## config.mk

```make
export PLATFORM = sky130hd
export DESIGN_NAME = gregorian_date_arithmetic_top
export DESIGN_NICKNAME = d
export VERILOG_FILES = /design/src/rtl/gda_pkg.sv /design/src/rtl/gda_ctrl.sv /design/src/rtl/gda_datapath.sv /design/src/rtl/gregorian_date_arithmetic_top.sv
export VERILOG_INCLUDE_DIRS = /design/src /design/src/rtl
export SDC_FILE = /design/constraint.sdc
export NUM_CORES = 1
export LEC_CHECK = 0
export ABC_AREA = 1
export BUFFER_PORTS_ARGS = -buffer_cell sky130_fd_sc_hd__buf_2
export CAP_MARGIN = 20
export CORE_AREA = 2 2 291 293
export CTS_CLUSTER_DIAMETER = 150
export DETAILED_ROUTE_END_ITERATION = 8
export DIE_AREA = 0 0 293 295
export MAX_ROUTING_LAYER = met4
export SETUP_SLACK_MARGIN = 0.3
export SLEW_MARGIN = 15
export SYNTH_ARGS = -nofsm -noshare
export SYNTH_HDL_FRONTEND = slang
export SYNTH_SLANG_ARGS = --single-unit
```

## constraint.sdc

```tcl
create_clock -name clk -period 7.05 [get_ports clk]
set_input_delay 1.41 -clock clk [delete_from_list [all_inputs] [get_ports clk]]
set_output_delay 1.41 -clock clk [all_outputs]
set_load 0.005 [all_outputs]
```

## src/rtl/gregorian_date_arithmetic_top_assert.svh

```systemverilog
// Assertion macros shared by the date arithmetic RTL.
// Every macro expects a clock named clk and an active-low reset named arst_n.
`ifndef GREGORIAN_DATE_ARITHMETIC_TOP_ASSERT_SVH
`define GREGORIAN_DATE_ARITHMETIC_TOP_ASSERT_SVH

// The consequent must hold in the same cycle as the antecedent.
`define GDA_ASSERT_SAME(label, ante, cons, msg) \
	label: assert property (@(posedge clk) disable iff (!arst_n) (ante) |-> (cons)) \
		else $error(msg);

// The consequent must hold in the cycle after the antecedent.
`define GDA_ASSERT_NEXT(label, ante, cons, msg) \
	label: assert property (@(posedge clk) disable iff (!arst_n) (ante) |=> (cons)) \
		else $error(msg);

`endif

```

## src/rtl/gda_pkg.sv

```systemverilog
`timescale 1ns / 1ps
// Shared types, constants and calendar helper functions for the
// Gregorian date arithmetic block. Depends on nothing.
package gda_pkg;

	localparam int unsigned MAX_YEAR    = 9999;
	localparam int unsigned OFFSET_BITS = 17;

	localparam int DAY_W  = 5;
	localparam int MON_W  = 4;
	localparam int YEAR_W = 14;
	localparam int SER_W  = 22;
	localparam int ORD_W  = 2;

	// Running day count of the month walk, wide enough for day + offset.
	localparam int WDAY_W = OFFSET_BITS + 2;

	// Division by 100 as a multiplication by a reciprocal, exact for 14-bit years.
	localparam int RECIP_W     = 13;
	localparam int RECIP_SHIFT = 19;
	localparam logic [RECIP_W-1:0] RECIP_100 = 13'd5243;
	localparam int QUO_W  = 8;
	localparam int PROD_W = YEAR_W + RECIP_W;

	// Intermediate serial width before the final truncation.
	localparam int SUM_W = SER_W + 1;

	localparam logic [YEAR_W-1:0] MAX_YEAR_V = YEAR_W'(MAX_YEAR);

	// Datapath operation codes.
	typedef logic [3:0] op_t;
	localparam op_t OP_IDLE        = 4'd0;
	localparam op_t OP_LOAD        = 4'd1;
	localparam op_t OP_DIV_YEAR    = 4'd2;
	localparam op_t OP_CHECK       = 4'd3;
	localparam op_t OP_DIV_SHIFTED = 4'd4;
	localparam op_t OP_SERIAL_A    = 4'd5;
	localparam op_t OP_SERIAL_B    = 4'd6;
	localparam op_t OP_COMPARE     = 4'd7;
	localparam op_t OP_WALK        = 4'd8;
	localparam op_t OP_PUBLISH     = 4'd9;

	// Order codes of the result.
	localparam logic [ORD_W-1:0] ORD_EARLIER = 2'd0;
	localparam logic [ORD_W-1:0] ORD_EQUAL   = 2'd1;
	localparam logic [ORD_W-1:0] ORD_LATER   = 2'd2;

	typedef struct packed {
		op_t  op;
		logic sel;   // 0: first date, 1: second date
	} gda_cmd_t;

	typedef struct packed {
		logic walk_done;
	} gda_stat_t;

	function automatic logic [DAY_W-1:0] month_len(input logic [MON_W-1:0] m, input logic leap);
		logic [DAY_W-1:0] len;
		if (m == 4'd2) begin
			len = leap ? 5'd29 : 5'd28;
		end else if (m inside {4'd4, 4'd6, 4'd9, 4'd11}) begin
			len = 5'd30;
		end else begin
			len = 5'd31;
		end
		return len;
	endfunction

	// Days from March 1 to the start of the month, months counted from March.
	function automatic logic [8:0] march_days(input logic [MON_W-1:0] mm);
		logic [8:0] days;
		case (mm)
			4'd0:    days = 9'd0;
			4'd1:    days = 9'd31;
			4'd2:    days = 9'd61;
			4'd3:    days = 9'd92;
			4'd4:    days = 9'd122;
			4'd5:    days = 9'd153;
			4'd6:    days = 9'd184;
			4'd7:    days = 9'd214;
			4'd8:    days = 9'd245;
			4'd9:    days = 9'd275;
			4'd10:   days = 9'd306;
			4'd11:   days = 9'd337;
			default: days = 9'd0;
		endcase
		return days;
	endfunction

endpackage

```

## src/rtl/gda_ctrl.sv

```systemverilog
`timescale 1ns / 1ps
// Controller of the date arithmetic block: sequences the datapath steps
// and owns both handshakes. Depends on gda_pkg.
module gda_ctrl (
	input  logic                clk,
	input  logic                arst_n,
	input  logic                in_valid,
	output logic                in_ready,
	output logic                out_valid,
	input  logic                out_ready,
	output gda_pkg::gda_cmd_t   cmd,
	input  gda_pkg::gda_stat_t  stat
);
	import gda_pkg::*;

	localparam logic [3:0] ST_IDLE  = 4'd0;
	localparam logic [3:0] ST_DIVY  = 4'd1;
	localparam logic [3:0] ST_CHECK = 4'd2;
	localparam logic [3:0] ST_DIVS  = 4'd3;
	localparam logic [3:0] ST_SERA  = 4'd4;
	localparam logic [3:0] ST_SERB  = 4'd5;
	localparam logic [3:0] ST_CMP   = 4'd6;
	localparam logic [3:0] ST_WALK  = 4'd7;
	localparam logic [3:0] ST_DONE  = 4'd8;

	logic [3:0] state_q;
	logic       sel_q;
	logic       out_valid_q;
	logic       out_free;

	assign out_free  = !out_valid_q || out_ready;
	assign in_ready  = (state_q == ST_IDLE);
	assign out_valid = out_valid_q;

	always_comb begin
		cmd.sel = sel_q;
		case (state_q)
			ST_IDLE:  cmd.op = in_valid ? OP_LOAD : OP_IDLE;
			ST_DIVY:  cmd.op = OP_DIV_YEAR;
			ST_CHECK: cmd.op = OP_CHECK;
			ST_DIVS:  cmd.op = OP_DIV_SHIFTED;
			ST_SERA:  cmd.op = OP_SERIAL_A;
			ST_SERB:  cmd.op = OP_SERIAL_B;
			ST_CMP:   cmd.op = OP_COMPARE;
			ST_WALK:  cmd.op = stat.walk_done ? OP_IDLE : OP_WALK;
			ST_DONE:  cmd.op = out_free ? OP_PUBLISH : OP_IDLE;
			default:  cmd.op = OP_IDLE;
		endcase
	end

	always_ff @(posedge clk or negedge arst_n) begin
		if (!arst_n) begin
			state_q     <= ST_IDLE;
			sel_q       <= 1'b0;
			out_valid_q <= 1'b0;
		end else begin
			case (state_q)
				ST_IDLE: begin
					if (in_valid) begin
						state_q <= ST_DIVY;
						sel_q   <= 1'b0;
					end
				end
				ST_DIVY:  state_q <= ST_CHECK;
				ST_CHECK: state_q <= ST_DIVS;
				ST_DIVS:  state_q <= ST_SERA;
				ST_SERA:  state_q <= ST_SERB;
				ST_SERB: begin
					if (sel_q) begin
						state_q <= ST_CMP;
					end else begin
						state_q <= ST_DIVY;
						sel_q   <= 1'b1;
					end
				end
				ST_CMP: state_q <= ST_WALK;
				ST_WALK: begin
					if (stat.walk_done) begin
						state_q <= ST_DONE;
					end
				end
				ST_DONE: begin
					if (out_free) begin
						state_q <= ST_IDLE;
					end
				end
				default: state_q <= ST_IDLE;
			endcase

			if (state_q == ST_DONE && out_free) begin
				out_valid_q <= 1'b1;
			end else if (out_ready) begin
				out_valid_q <= 1'b0;
			end
		end
	end

endmodule

```

## src/rtl/gda_datapath.sv

```systemverilog
`timescale 1ns / 1ps
// Datapath of the date arithmetic block: input capture, validity check,
// serial numbers, comparison, month walk and result registers. Depends on gda_pkg.
module gda_datapath (
	input  logic                                 clk,
	input  gda_pkg::gda_cmd_t                    cmd,
	output gda_pkg::gda_stat_t                   stat,
	input  logic [gda_pkg::DAY_W-1:0]            day_in,
	input  logic [gda_pkg::MON_W-1:0]            month_in,
	input  logic [gda_pkg::YEAR_W-1:0]           year_in,
	input  logic signed [gda_pkg::OFFSET_BITS-1:0] day_offset,
	input  logic [gda_pkg::DAY_W-1:0]            other_day,
	input  logic [gda_pkg::MON_W-1:0]            other_month,
	input  logic [gda_pkg::YEAR_W-1:0]           other_year,
	output logic [gda_pkg::DAY_W-1:0]            res_day,
	output logic [gda_pkg::MON_W-1:0]            res_month,
	output logic [gda_pkg::YEAR_W-1:0]           res_year,
	output logic                                 first_valid,
	output logic                                 second_valid,
	output logic                                 out_of_range,
	output logic [gda_pkg::SER_W-1:0]            first_serial,
	output logic [gda_pkg::SER_W-1:0]            second_serial,
	output logic [gda_pkg::SER_W-1:0]            distance,
	output logic [gda_pkg::ORD_W-1:0]            order
);
	import gda_pkg::*;

	// Captured request.
	logic [DAY_W-1:0]              d1_q, d2_q;
	logic [MON_W-1:0]              m1_q, m2_q;
	logic [YEAR_W-1:0]             y1_q, y2_q;
	logic signed [OFFSET_BITS-1:0] off_q;

	// Shared arithmetic registers.
	logic [QUO_W-1:0]  quo_q;
	logic [MON_W-1:0]  mm_q;
	logic [YEAR_W-1:0] yy_q;
	logic [SUM_W-1:0]  t_q;
	logic              v1_q, v2_q;
	logic [SER_W-1:0]  s1_q, s2_q;
	logic [SER_W-1:0]  dist_q;
	logic [ORD_W-1:0]  ord_q;

	// Month walk state.
	logic signed [WDAY_W-1:0] wday_q;
	logic [MON_W-1:0]         wmon_q;
	logic [YEAR_W-1:0]        wyear_q;
	logic [1:0]               ymod4_q;
	logic [6:0]               ymod100_q;
	logic [1:0]               cmod4_q;
	logic                     oor_q;

	// Operand of the selected date.
	logic [DAY_W-1:0]  cur_d;
	logic [MON_W-1:0]  cur_m;
	logic [YEAR_W-1:0] cur_y;

	assign cur_d = cmd.sel ? d2_q : d1_q;
	assign cur_m = cmd.sel ? m2_q : m1_q;
	assign cur_y = cmd.sel ? y2_q : y1_q;

	// Divide by 100 through the reciprocal.
	logic [YEAR_W-1:0] mul_in;
	logic [PROD_W-1:0] prod;
	logic [QUO_W-1:0]  quo;

	assign mul_in = (cmd.op == OP_DIV_YEAR) ? cur_y : yy_q;
	assign prod   = PROD_W'(mul_in) * PROD_W'(RECIP_100);
	assign quo    = prod[RECIP_SHIFT +: QUO_W];

	// Validity check of the selected date; quo_q holds year / 100 here.
	logic [YEAR_W-1:0] hund;
	logic [YEAR_W-1:0] rem_full;
	logic [6:0]        rem100;
	logic              leap_chk;
	logic [DAY_W-1:0]  mlen_chk;
	logic              valid_chk;
	logic [MON_W-1:0]  mm_chk;
	logic [YEAR_W-1:0] yy_chk;

	assign hund     = (YEAR_W'(quo_q) << 6) + (YEAR_W'(quo_q) << 5) + (YEAR_W'(quo_q) << 2);
	assign rem_full = cur_y - hund;
	assign rem100   = rem_full[6:0];
	assign leap_chk = (cur_y[1:0] == 2'd0) && ((rem100 != 7'd0) || (quo_q[1:0] == 2'd0));
	assign mlen_chk = month_len(cur_m, leap_chk);
	assign valid_chk = (cur_y != '0) && (cur_y <= MAX_YEAR_V)
		&& (cur_m >= 4'd1) && (cur_m <= 4'd12)
		&& (cur_d != '0) && (cur_d <= mlen_chk);
	assign mm_chk = (cur_m <= 4'd2) ? (cur_m + 4'd9) : (cur_m - 4'd3);
	assign yy_chk = cur_y - YEAR_W'(mm_chk >= 4'd10);

	// Serial number: 365*yy + yy/4 in the first step, the rest in the second.
	logic [SUM_W-1:0] t_sum;
	logic [SUM_W-1:0] ser_sum;
	logic             cur_v;

	assign t_sum = (SUM_W'(yy_q) << 8) + (SUM_W'(yy_q) << 6) + (SUM_W'(yy_q) << 5)
		+ (SUM_W'(yy_q) << 3) + (SUM_W'(yy_q) << 2) + SUM_W'(yy_q) + SUM_W'(yy_q >> 2);
	assign ser_sum = t_q - SUM_W'(quo_q) + SUM_W'(quo_q >> 2)
		+ SUM_W'(march_days(mm_q)) + SUM_W'(cur_d) - SUM_W'(1);
	assign cur_v = cmd.sel ? v2_q : v1_q;

	// Month walk step.
	logic                     leap_w;
	logic [DAY_W-1:0]         mlen_w;
	logic [DAY_W-1:0]         plen_w;
	logic signed [WDAY_W-1:0] mlen_s;
	logic signed [WDAY_W-1:0] plen_s;
	logic signed [WDAY_W-1:0] one_s;
	logic                     fwd;
	logic                     bwd;
	logic signed [WDAY_W-1:0] off_ext;
	logic signed [WDAY_W-1:0] d1_ext;

	assign leap_w  = (ymod4_q == 2'd0) && ((ymod100_q != 7'd0) || (cmod4_q == 2'd0));
	assign mlen_w  = month_len(wmon_q, leap_w);
	// The month before January is December of the previous year, always 31 days.
	assign plen_w  = (wmon_q <= 4'd1) ? 5'd31 : month_len(wmon_q - 4'd1, leap_w);
	assign mlen_s  = WDAY_W'(mlen_w);
	assign plen_s  = WDAY_W'(plen_w);
	assign one_s   = WDAY_W'(1);
	assign fwd     = wday_q > mlen_s;
	assign bwd     = wday_q < one_s;
	assign off_ext = WDAY_W'(off_q);
	assign d1_ext  = WDAY_W'(d1_q);

	assign stat.walk_done = !v1_q || oor_q || (!fwd && !bwd);

	always_ff @(posedge clk) begin
		case (cmd.op)
			OP_LOAD: begin
				d1_q  <= day_in;
				m1_q  <= month_in;
				y1_q  <= year_in;
				off_q <= day_offset;
				d2_q  <= other_day;
				m2_q  <= other_month;
				y2_q  <= other_year;
			end
			OP_DIV_YEAR, OP_DIV_SHIFTED: begin
				quo_q <= quo;
			end
			OP_CHECK: begin
				mm_q <= mm_chk;
				yy_q <= yy_chk;
				if (cmd.sel) begin
					v2_q <= valid_chk;
				end else begin
					v1_q      <= valid_chk;
					wday_q    <= d1_ext + off_ext;
					wmon_q    <= m1_q;
					wyear_q   <= y1_q;
					ymod4_q   <= y1_q[1:0];
					ymod100_q <= rem100;
					cmod4_q   <= quo_q[1:0];
					oor_q     <= 1'b0;
				end
			end
			OP_SERIAL_A: begin
				t_q <= t_sum;
			end
			OP_SERIAL_B: begin
				if (cmd.sel) begin
					s2_q <= cur_v ? ser_sum[SER_W-1:0] : '0;
				end else begin
					s1_q <= cur_v ? ser_sum[SER_W-1:0] : '0;
				end
			end
			OP_COMPARE: begin
				dist_q <= (s1_q > s2_q) ? (s1_q - s2_q) : (s2_q - s1_q);
				if (s1_q < s2_q) begin
					ord_q <= ORD_EARLIER;
				end else if (s1_q == s2_q) begin
					ord_q <= ORD_EQUAL;
				end else begin
					ord_q <= ORD_LATER;
				end
			end
			OP_WALK: begin
				if (fwd) begin
					if (wmon_q == 4'd12) begin
						if (wyear_q >= MAX_YEAR_V) begin
							// Ran past the last year: clamp to its last day.
							oor_q   <= 1'b1;
							wday_q  <= WDAY_W'(31);
							wmon_q  <= 4'd12;
							wyear_q <= MAX_YEAR_V;
						end else begin
							wday_q  <= wday_q - mlen_s;
							wmon_q  <= 4'd1;
							wyear_q <= wyear_q + YEAR_W'(1);
							ymod4_q <= ymod4_q + 2'd1;
							if (ymod100_q == 7'd99) begin
								ymod100_q <= 7'd0;
								cmod4_q   <= cmod4_q + 2'd1;
							end else begin
								ymod100_q <= ymod100_q + 7'd1;
							end
						end
					end else begin
						wday_q <= wday_q - mlen_s;
						wmon_q <= wmon_q + 4'd1;
					end
				end else if (bwd) begin
					if (wmon_q <= 4'd1) begin
						if (wyear_q <= YEAR_W'(1)) begin
							// Ran before year one: clamp to its first day.
							oor_q   <= 1'b1;
							wday_q  <= one_s;
							wmon_q  <= 4'd1;
							wyear_q <= YEAR_W'(1);
						end else begin
							wday_q  <= wday_q + plen_s;
							wmon_q  <= 4'd12;
							wyear_q <= wyear_q - YEAR_W'(1);
							ymod4_q <= ymod4_q - 2'd1;
							if (ymod100_q == 7'd0) begin
								ymod100_q <= 7'd99;
								cmod4_q   <= cmod4_q - 2'd1;
							end else begin
								ymod100_q <= ymod100_q - 7'd1;
							end
						end
					end else begin
						wday_q <= wday_q + plen_s;
						wmon_q <= wmon_q - 4'd1;
					end
				end
			end
			OP_PUBLISH: begin
				res_day       <= v1_q ? wday_q[DAY_W-1:0] : d1_q;
				res_month     <= v1_q ? wmon_q : m1_q;
				res_year      <= v1_q ? wyear_q : y1_q;
				first_valid   <= v1_q;
				second_valid  <= v2_q;
				out_of_range  <= v1_q && oor_q;
				first_serial  <= s1_q;
				second_serial <= s2_q;
				distance      <= dist_q;
				order         <= ord_q;
			end
			default: begin
			end
		endcase
	end

endmodule

```

## src/rtl/gregorian_date_arithmetic_top.sv

```systemverilog
`timescale 1ns / 1ps
// Gregorian date arithmetic: validity of two dates, offset addition on the
// first date, day serials, distance and order.
// Channels: one input request (both dates and a signed day offset) over
// in_valid/in_ready, one result over out_valid/out_ready.
// in_ready is high only while the block is idle; one request is worked at a time.
// The work is a fixed sequence of steps followed by the month walk, which steps
// one month per cycle until the offset is used up; the fixed part is two serial
// computations through one shared multiplier.
// The result sits in an output register; a new request is accepted while it
// waits, and the next result is held back until the receiver takes the first.
// A stalled receiver therefore stalls the block only at the end of the next request.
// Reset clears the controller and the output valid; no result is pending after it.
module gregorian_date_arithmetic_top (
	input  logic                                   clk,
	input  logic                                   arst_n,
	input  logic                                   in_valid,
	output logic                                   in_ready,
	input  logic [gda_pkg::DAY_W-1:0]              day_in,
	input  logic [gda_pkg::MON_W-1:0]              month_in,
	input  logic [gda_pkg::YEAR_W-1:0]             year_in,
	input  logic signed [gda_pkg::OFFSET_BITS-1:0] day_offset,
	input  logic [gda_pkg::DAY_W-1:0]              other_day,
	input  logic [gda_pkg::MON_W-1:0]              other_month,
	input  logic [gda_pkg::YEAR_W-1:0]             other_year,
	output logic                                   out_valid,
	input  logic                                   out_ready,
	output logic [gda_pkg::DAY_W-1:0]              res_day,
	output logic [gda_pkg::MON_W-1:0]              res_month,
	output logic [gda_pkg::YEAR_W-1:0]             res_year,
	output logic                                   first_valid,
	output logic                                   second_valid,
	output logic                                   out_of_range,
	output logic [gda_pkg::SER_W-1:0]              first_serial,
	output logic [gda_pkg::SER_W-1:0]              second_serial,
	output logic [gda_pkg::SER_W-1:0]              distance,
	output logic [gda_pkg::ORD_W-1:0]              order
);
	import gda_pkg::*;

	`include "gregorian_date_arithmetic_top_assert.svh"

	gda_cmd_t  cmd;
	gda_stat_t stat;

	gda_ctrl u_ctrl (
		.clk       (clk),
		.arst_n    (arst_n),
		.in_valid  (in_valid),
		.in_ready  (in_ready),
		.out_valid (out_valid),
		.out_ready (out_ready),
		.cmd       (cmd),
		.stat      (stat)
	);

	gda_datapath u_datapath (
		.clk           (clk),
		.cmd           (cmd),
		.stat          (stat),
		.day_in        (day_in),
		.month_in      (month_in),
		.year_in       (year_in),
		.day_offset    (day_offset),
		.other_day     (other_day),
		.other_month   (other_month),
		.other_year    (other_year),
		.res_day       (res_day),
		.res_month     (res_month),
		.res_year      (res_year),
		.first_valid   (first_valid),
		.second_valid  (second_valid),
		.out_of_range  (out_of_range),
		.first_serial  (first_serial),
		.second_serial (second_serial),
		.distance      (distance),
		.order         (order)
	);

	`GDA_ASSERT_NEXT(a_accept_starts, in_valid && in_ready, cmd.op == OP_DIV_YEAR && !cmd.sel, "accepted request did not start the first division")
	`GDA_ASSERT_SAME(a_invalid_first, out_valid && !first_valid, !out_of_range && first_serial == '0, "invalid first date carries range flag or serial")
	`GDA_ASSERT_SAME(a_invalid_second, out_valid && !second_valid, second_serial == '0, "invalid second date carries a serial")
	`GDA_ASSERT_SAME(a_order_distance, out_valid, (order == ORD_EQUAL) == (distance == '0), "order and distance disagree")

endmodule
```

Yosys cells after proc, flatten, opt, wreduce, memory -nomap -nowiden
Memories as Yosys holds them, arrays and structs flattened. A register that Yosys moved wholly into a read port is not among the register bits.
Cells that the tools add are included.
- logic and storage cells: 275
- memories kept: 1
- latch bits: 0
- input port bits: 67
- flip-flop bits (word level): 330
- bits in writable memories: 0
- output and inout bits: 96
- memory bits (read-only): 144
- memory list (name ; depth ; width ; read ports ; clocked after memory_dff ; write ports ; line ; source):
    (name not given) ; 16 ; 9 ; 1 ; 1 ; 0 ; gda_pkg.sv:72 ; case (mm)
- muxes and demuxes: 95
- bitwise logic cells: 1
- eq/ne operators: 48
- reduce and logical (&&, ||, !) cells: 47
- div/mod/pow operators: 0
- multiply operators: 1
- shift operators: 0
- $lt $le $gt $ge: 13
- add/subtract/negate cells: 32
- operators by type and width (kind ; number):
    $mux W14 ; 10
    $mux W19 ; 7
    $pmux W4 S9 ; 2
    $mux W4 ; 16
    $mux W7 ; 9
    $eq A4 B3 Y1 const B ; 14
    $mux W22 ; 2
    $sub A22 B22 Y22 ; 2
    $eq A4 B4 Y1 const B ; 10
    $mux W2 ; 20
    $pmux W19 S2 ; 1
    $eq A4 B2 Y1 const B ; 7
    $pmux W14 S2 ; 1
    $mul A14 B13 Y27 const B ; 1
    $add A22 B12 Y22 ; 1
    $add A22 B14 Y22 ; 1
    $add A22 B16 Y22 ; 1
    $add A22 B17 Y22 ; 1
    $add A22 B19 Y22 ; 1
    $add A22 B20 Y22 ; 1
    $add A22 B5 Y22 ; 1
    $add A22 B6 Y22 ; 1
    $add A22 B9 Y22 ; 1
    $eq A22 B22 Y1 ; 1
    other kinds (63) ; 125

Logic depth before layout (Yosys ltp)
- depth after elaboration: 14
- gate-level depth with buffers: 28
- mapped depth without buffers: 27

Hierarchy
From an unflattened synthesis, not the netlist that was laid out.
- cell total of the unflattened synthesis: 3155
- area total of the unflattened synthesis: 27621.5 µm²
- modules (own cells, without submodules) (module ; area an instance (µm²) ; instances ; cells an instance ; sequential area each (µm²)):
    gda_datapath ; 27212.3 ; 1 ; 3099 ; 9909.5
    gda_ctrl ; 409.1 ; 1 ; 56 ; 150.1

Least setup slack after synthesis
OpenSTA, ideal clock, no wires.
- path type: input port to flip-flop
- start point: input out_ready
- end point: register u_datapath.distance[0] in the netlist's numbering (enable)
- arrival: 5.358 ns
- data required time: 6.503 ns
- setup slack: 1.144 ns
- buffers on the path: 0
- stages: 2
- library setup time: 0.547 ns
- cells stage by stage: nor2_1 -> nor2_1
- longest elaborated chain between the ends: 4
- RTL lines (item ; line ; source):
    from (decl) ; gregorian_date_arithmetic_top.sv:27 ; input logic out_ready,
    $logic_or A1 B1 Y1 ; gda_ctrl.sv:31 ; assign out_free = !out_valid_q || out_ready;
    $mux W4 ; gda_ctrl.sv:46 ; ST_DONE: cmd.op = out_free ? OP_PUBLISH : OP_IDLE;
    $pmux W4 S9 ; gda_ctrl.sv:37 ; case (state_q)
    $eq A4 B4 Y1 ; gda_datapath.sv:130 ; case (cmd.op)
    to (signal assigned) ; gda_datapath.sv:239 ; distance <= dist_q;
    to (decl) ; gda_datapath.sv:23 ; output logic [gda_pkg::SER_W-1:0] distance,
Every way passes these cells.
A chain may end at the register's enable or synchronous reset.

Worst setup path in the final report
- start point: register u_ctrl.sel_q
- end point: register u_datapath.quo_q[5] (data pin)
- longest elaborated chain between the ends: 3
- RTL lines (item ; line ; source):
    from (decl) ; gda_ctrl.sv:27 ; logic sel_q;
    from (signal assigned) ; gda_ctrl.sv:54 ; sel_q <= 1'b0;
    from (signal assigned) ; gda_ctrl.sv:61 ; sel_q <= 1'b0;
    from (signal assigned) ; gda_ctrl.sv:73 ; sel_q <= 1'b1;
    $mux W14 ; gda_datapath.sv:60 ; assign cur_y = cmd.sel ? y2_q : y1_q;
    $mux W14 ; gda_datapath.sv:67 ; assign mul_in = (cmd.op == OP_DIV_YEAR) ? cur_y : yy_q;
    $mul A14 B13 Y27 ; gda_datapath.sv:68 ; assign prod = PROD_W'(mul_in) * PROD_W'(RECIP_100);
    named net u_datapath.prod[24] ; gda_datapath.sv:64 ; logic [PROD_W-1:0] prod;
    to (signal assigned) ; gda_datapath.sv:141 ; quo_q <= quo;
    to (decl) ; gda_datapath.sv:35 ; logic [QUO_W-1:0] quo_q;
The timed path passes the listed nets, and every way through them passes these cells.

==> impl_results.md <==
* Mapped cell area at roughly 27000 um^2
* Post-route minimum period at a little over 6000 ps
* Ports at ~160
* Largest net degree at the start of global routing at a little under 70
* Syn Inst Count at 3101
* Area of the multi-input gates at 15100 um^2
* Grt total ovfl at 0
* Max Cap Viol at 0
* Required time worst endpoint at about 7400 ps
* HP Start: u_datapath.dist_q[20]
* TritonCTS Sinks at about 340
* Share of Yosys cell area claimed by the top area cell type at 0.357
* Outcome: completed
* RSZ-0062 raised after global routing: no
* Slew HR at 0.366
* Reg2Reg Depth at 20
* Post-CTS Resized at 0
* Final period utilization at 0.870
* Final-report max-slew violation count at 0
* Register Area at about 10000 um^2
* Worst skew pair latency at ~600 ps
* Worst Tran Pin Value at around 950 ps
* CP endpoint kind: flop
* Dominant cells by area after synthesis: edfxtp_1, ha_1, nand2_1, fa_1, inv_1
* HP Class: flop to flop
* Number of synthesized flops with an enable pin at about 320
* GPL Wtd Cong at ~0.90
* Worst Hold Path EP: u_datapath.distance[20]
* Fillcell total at roughly 8500
* CTS tree: yes
* Top cells by count, synth: nand2_1, inv_1, edfxtp_1, ha_1, nor2_1
* Clock slew at reported path FFs at around 60 ps
* Die width at about 290 um
* Wirelength per Cell at approximately 17 um
* Unique masters post-synth at 59
* Core area at roughly 83000 um^2
* Row count at about 110
* Asr flop ratio synth at 0.0177
* TritonCTS Buffers at ~40
* Die area at 86400 um^2
* Seq/Total Area, Yosys at 0.369
* Initial antenna violation count at 3
* Die H at 295 um
* Endpoints failing setup at 0
* Antenna-violating nets left at 0
* Most common cell in the netlist: nand2_1
* Vias in the first global route at around 20000
* Crit path kind: flop to flop
* Worst R2R End: u_datapath.quo_q[5]
* FF-to-FF setup slack at 920 ps
* Register bit count reported by yosys at around 340
* Final Hold Vio Count at 0
* Crit path max fanout at 16
* Vias per cell at approximately 4.8
* Initial DRC Count at roughly 1400
* Post-CTS setup buffer count at 0
* Clk_skew at between 40 and 50 ps
* Area grow syn2layout at 11.9%
* Post-route setup TNS at 0 ps
* Global-route wire length before repair at approximately 110000 um
* Syn avg cell area at 8.80 um^2
* Peak Freq at 163 MHz
* Top_reg_cell synth: edfxtp_1
* H-tree levels at 2
* Post-route DRC violation count at 0
* Synth area leader: edfxtp_1
* Proportion of layout cells with a drive suffix above 1 at 0.0962
* # hold bufs at CTS at 0
* Gr usage total at 0.172
* CTS Buffer Depth at 3
* Root Driver: clkbuf_16
* Nets at roughly 3700
* IO Port Bufs at between 150 and 200
* Arrival @ worst endpoint at ~6500 ps
* Half-perimeter wire length after placement at 58700 um
* Startpoint Class: flop
* Via count at ~21000
* Initial DRT Pass Iterations at 6
* Initial Util at 0.328
* Reg2reg start: u_ctrl.sel_q
* Synth Net Count at about 3600
* Synth warnings at 0
* WL final at ~72000 um
* Hold path depth at 0
==> sequential cells by signal (all words and copies together) (netlist names), 17 cells and up, named ones only <==
| register | flops |
|---|---|
| u_datapath.dist_q | 22 |
| u_datapath.distance | 22 |
| u_datapath.first_serial | 22 |
| u_datapath.off_q | 17 |
| u_datapath.s1_q | 22 |
| u_datapath.s2_q | 22 |
| u_datapath.second_serial | 22 |
| u_datapath.t_q | 22 |
| u_datapath.wday_q | 19 |
==> layer usage <==
layer | GRT usage | up-vias | wire length [um]
met4 | 0.0454 | 0 | 1820
met1 | 0.239 | 9906 | 34300
met2 | 0.264 | 475 | 32300
met3 | 0.0220 | 92 | 3860
met5 | - | - | 0
li1 | - | 10500 | -
==> placed cells by master (no fill, tap or decap), types with 4 or more instances in the layout <==
cell          n
clkinvlp_4    5
edfxtp_1    324
dfxtp_1       9
xor2_1      120
or2_2        11
a21o_1       13
or2_1         7
o21a_1        7
inv_1       459
nor2_2       13
inv_2        12
nor2_4        6
o21ai_1      27
o21bai_1     11
nor2_1      224
a31oi_1       7
o211ai_1      4
clkinv_1      8
buf_2       162
o31ai_1       4
nand4_1      38
clkinv_2      7
clkbuf_16    41
fa_1        129
nand3b_1      7
o21ai_0     187
dfrtp_1       6
nor3_1       28
a21oi_1     136
nand2_1     733
a21boi_0      5
nand3_1     128
ha_1        287
xnor2_1      38
nor4_1        5
o21ai_2      13
nand2_2       4
buf_4        14
==> per-stage QoR <==
step | area (um^2) | cells | worst slack, ps | hold WS (ps) | util
5_1_grt | 30500 | 4365 | 416 | 422 | 0.367
2_1_floorplan | 27300 | 3101 | 1140 | 400 | -
6_report | 30500 | 4366 | 917 | 416 | 0.367
3_3_place_gp | 29200 | 4291 | 1000 | 401 | 0.351
4_1_cts | 30500 | 4364 | 895 | 419 | 0.367
3_5_place_dp | 29200 | 4291 | 880 | 406 | 0.351
==> how the worst max path moves through the flow <==
| stage | cells after the start | to | startpoint | slack (ps) |
|---|---|---|---|---|
| floorplan | 2 | u_datapath.distance[0] | out_ready | 1140 |
| global placement | 22 | u_datapath.quo_q[3] | u_ctrl.sel_q | 1000 |
| detailed placement | 22 | u_datapath.quo_q[6] | u_ctrl.sel_q | 880 |
| CTS | 22 | u_datapath.quo_q[6] | u_ctrl.sel_q | 890 |
| global route | 22 | u_datapath.quo_q[3] | u_ctrl.sel_q | 420 |
| finish | 20 | u_datapath.quo_q[5] | u_ctrl.sel_q | 920 |
==> worst max-delay path, stage by stage (launching register included) <==
cell	delay (ps)
dfrtp_1	640
inv_2	240
or2_2	320
o21a_1	130
o21ai_0	510
inv_1	330
ha_1	400
fa_1	590
fa_1	450
fa_1	490
inv_1	50
fa_1	530
inv_1	40
ha_1	320
a21o_1	180
a31oi_1	250
o21ai_0	140
nand2_1	100
nand3_1	80
nand2_1	80
nand2_1	40
==> area by class of cell <==
type | count | area share
diodes | 2 | 0.000164
clock buffers | 43 | 0.0339
clock inverters | 30 | 0.00893
inverters | 471 | 0.0579
multi-input cells | 2225 | 0.495
flip-flops and latches | 339 | 0.330
well taps | 1080 | 0.0443
repair buffers | 176 | 0.0300
==> kinds of logic (layout without fill, tap and decap cells) <==
logic type | Yosys count | after routing | synth area share
AOI/OAI and AO/OA | 428 | 428 | 0.0869
muxes | 1 | 1 | 0.000367
DFF | 339 | 339 | 0.369
and+or+nand+nor | 1222 | 1222 | 0.188
buffers and inverters | 537 | 720 | 0.0790
other | 0 | 2 | 0
xor gates and xnor gates | 158 | 158 | 0.0507
adders and majority gates | 416 | 416 | 0.226
Power is not shown: default switching activity piles up to over one toggle a cycle in this logic, so the estimate is an artifact.
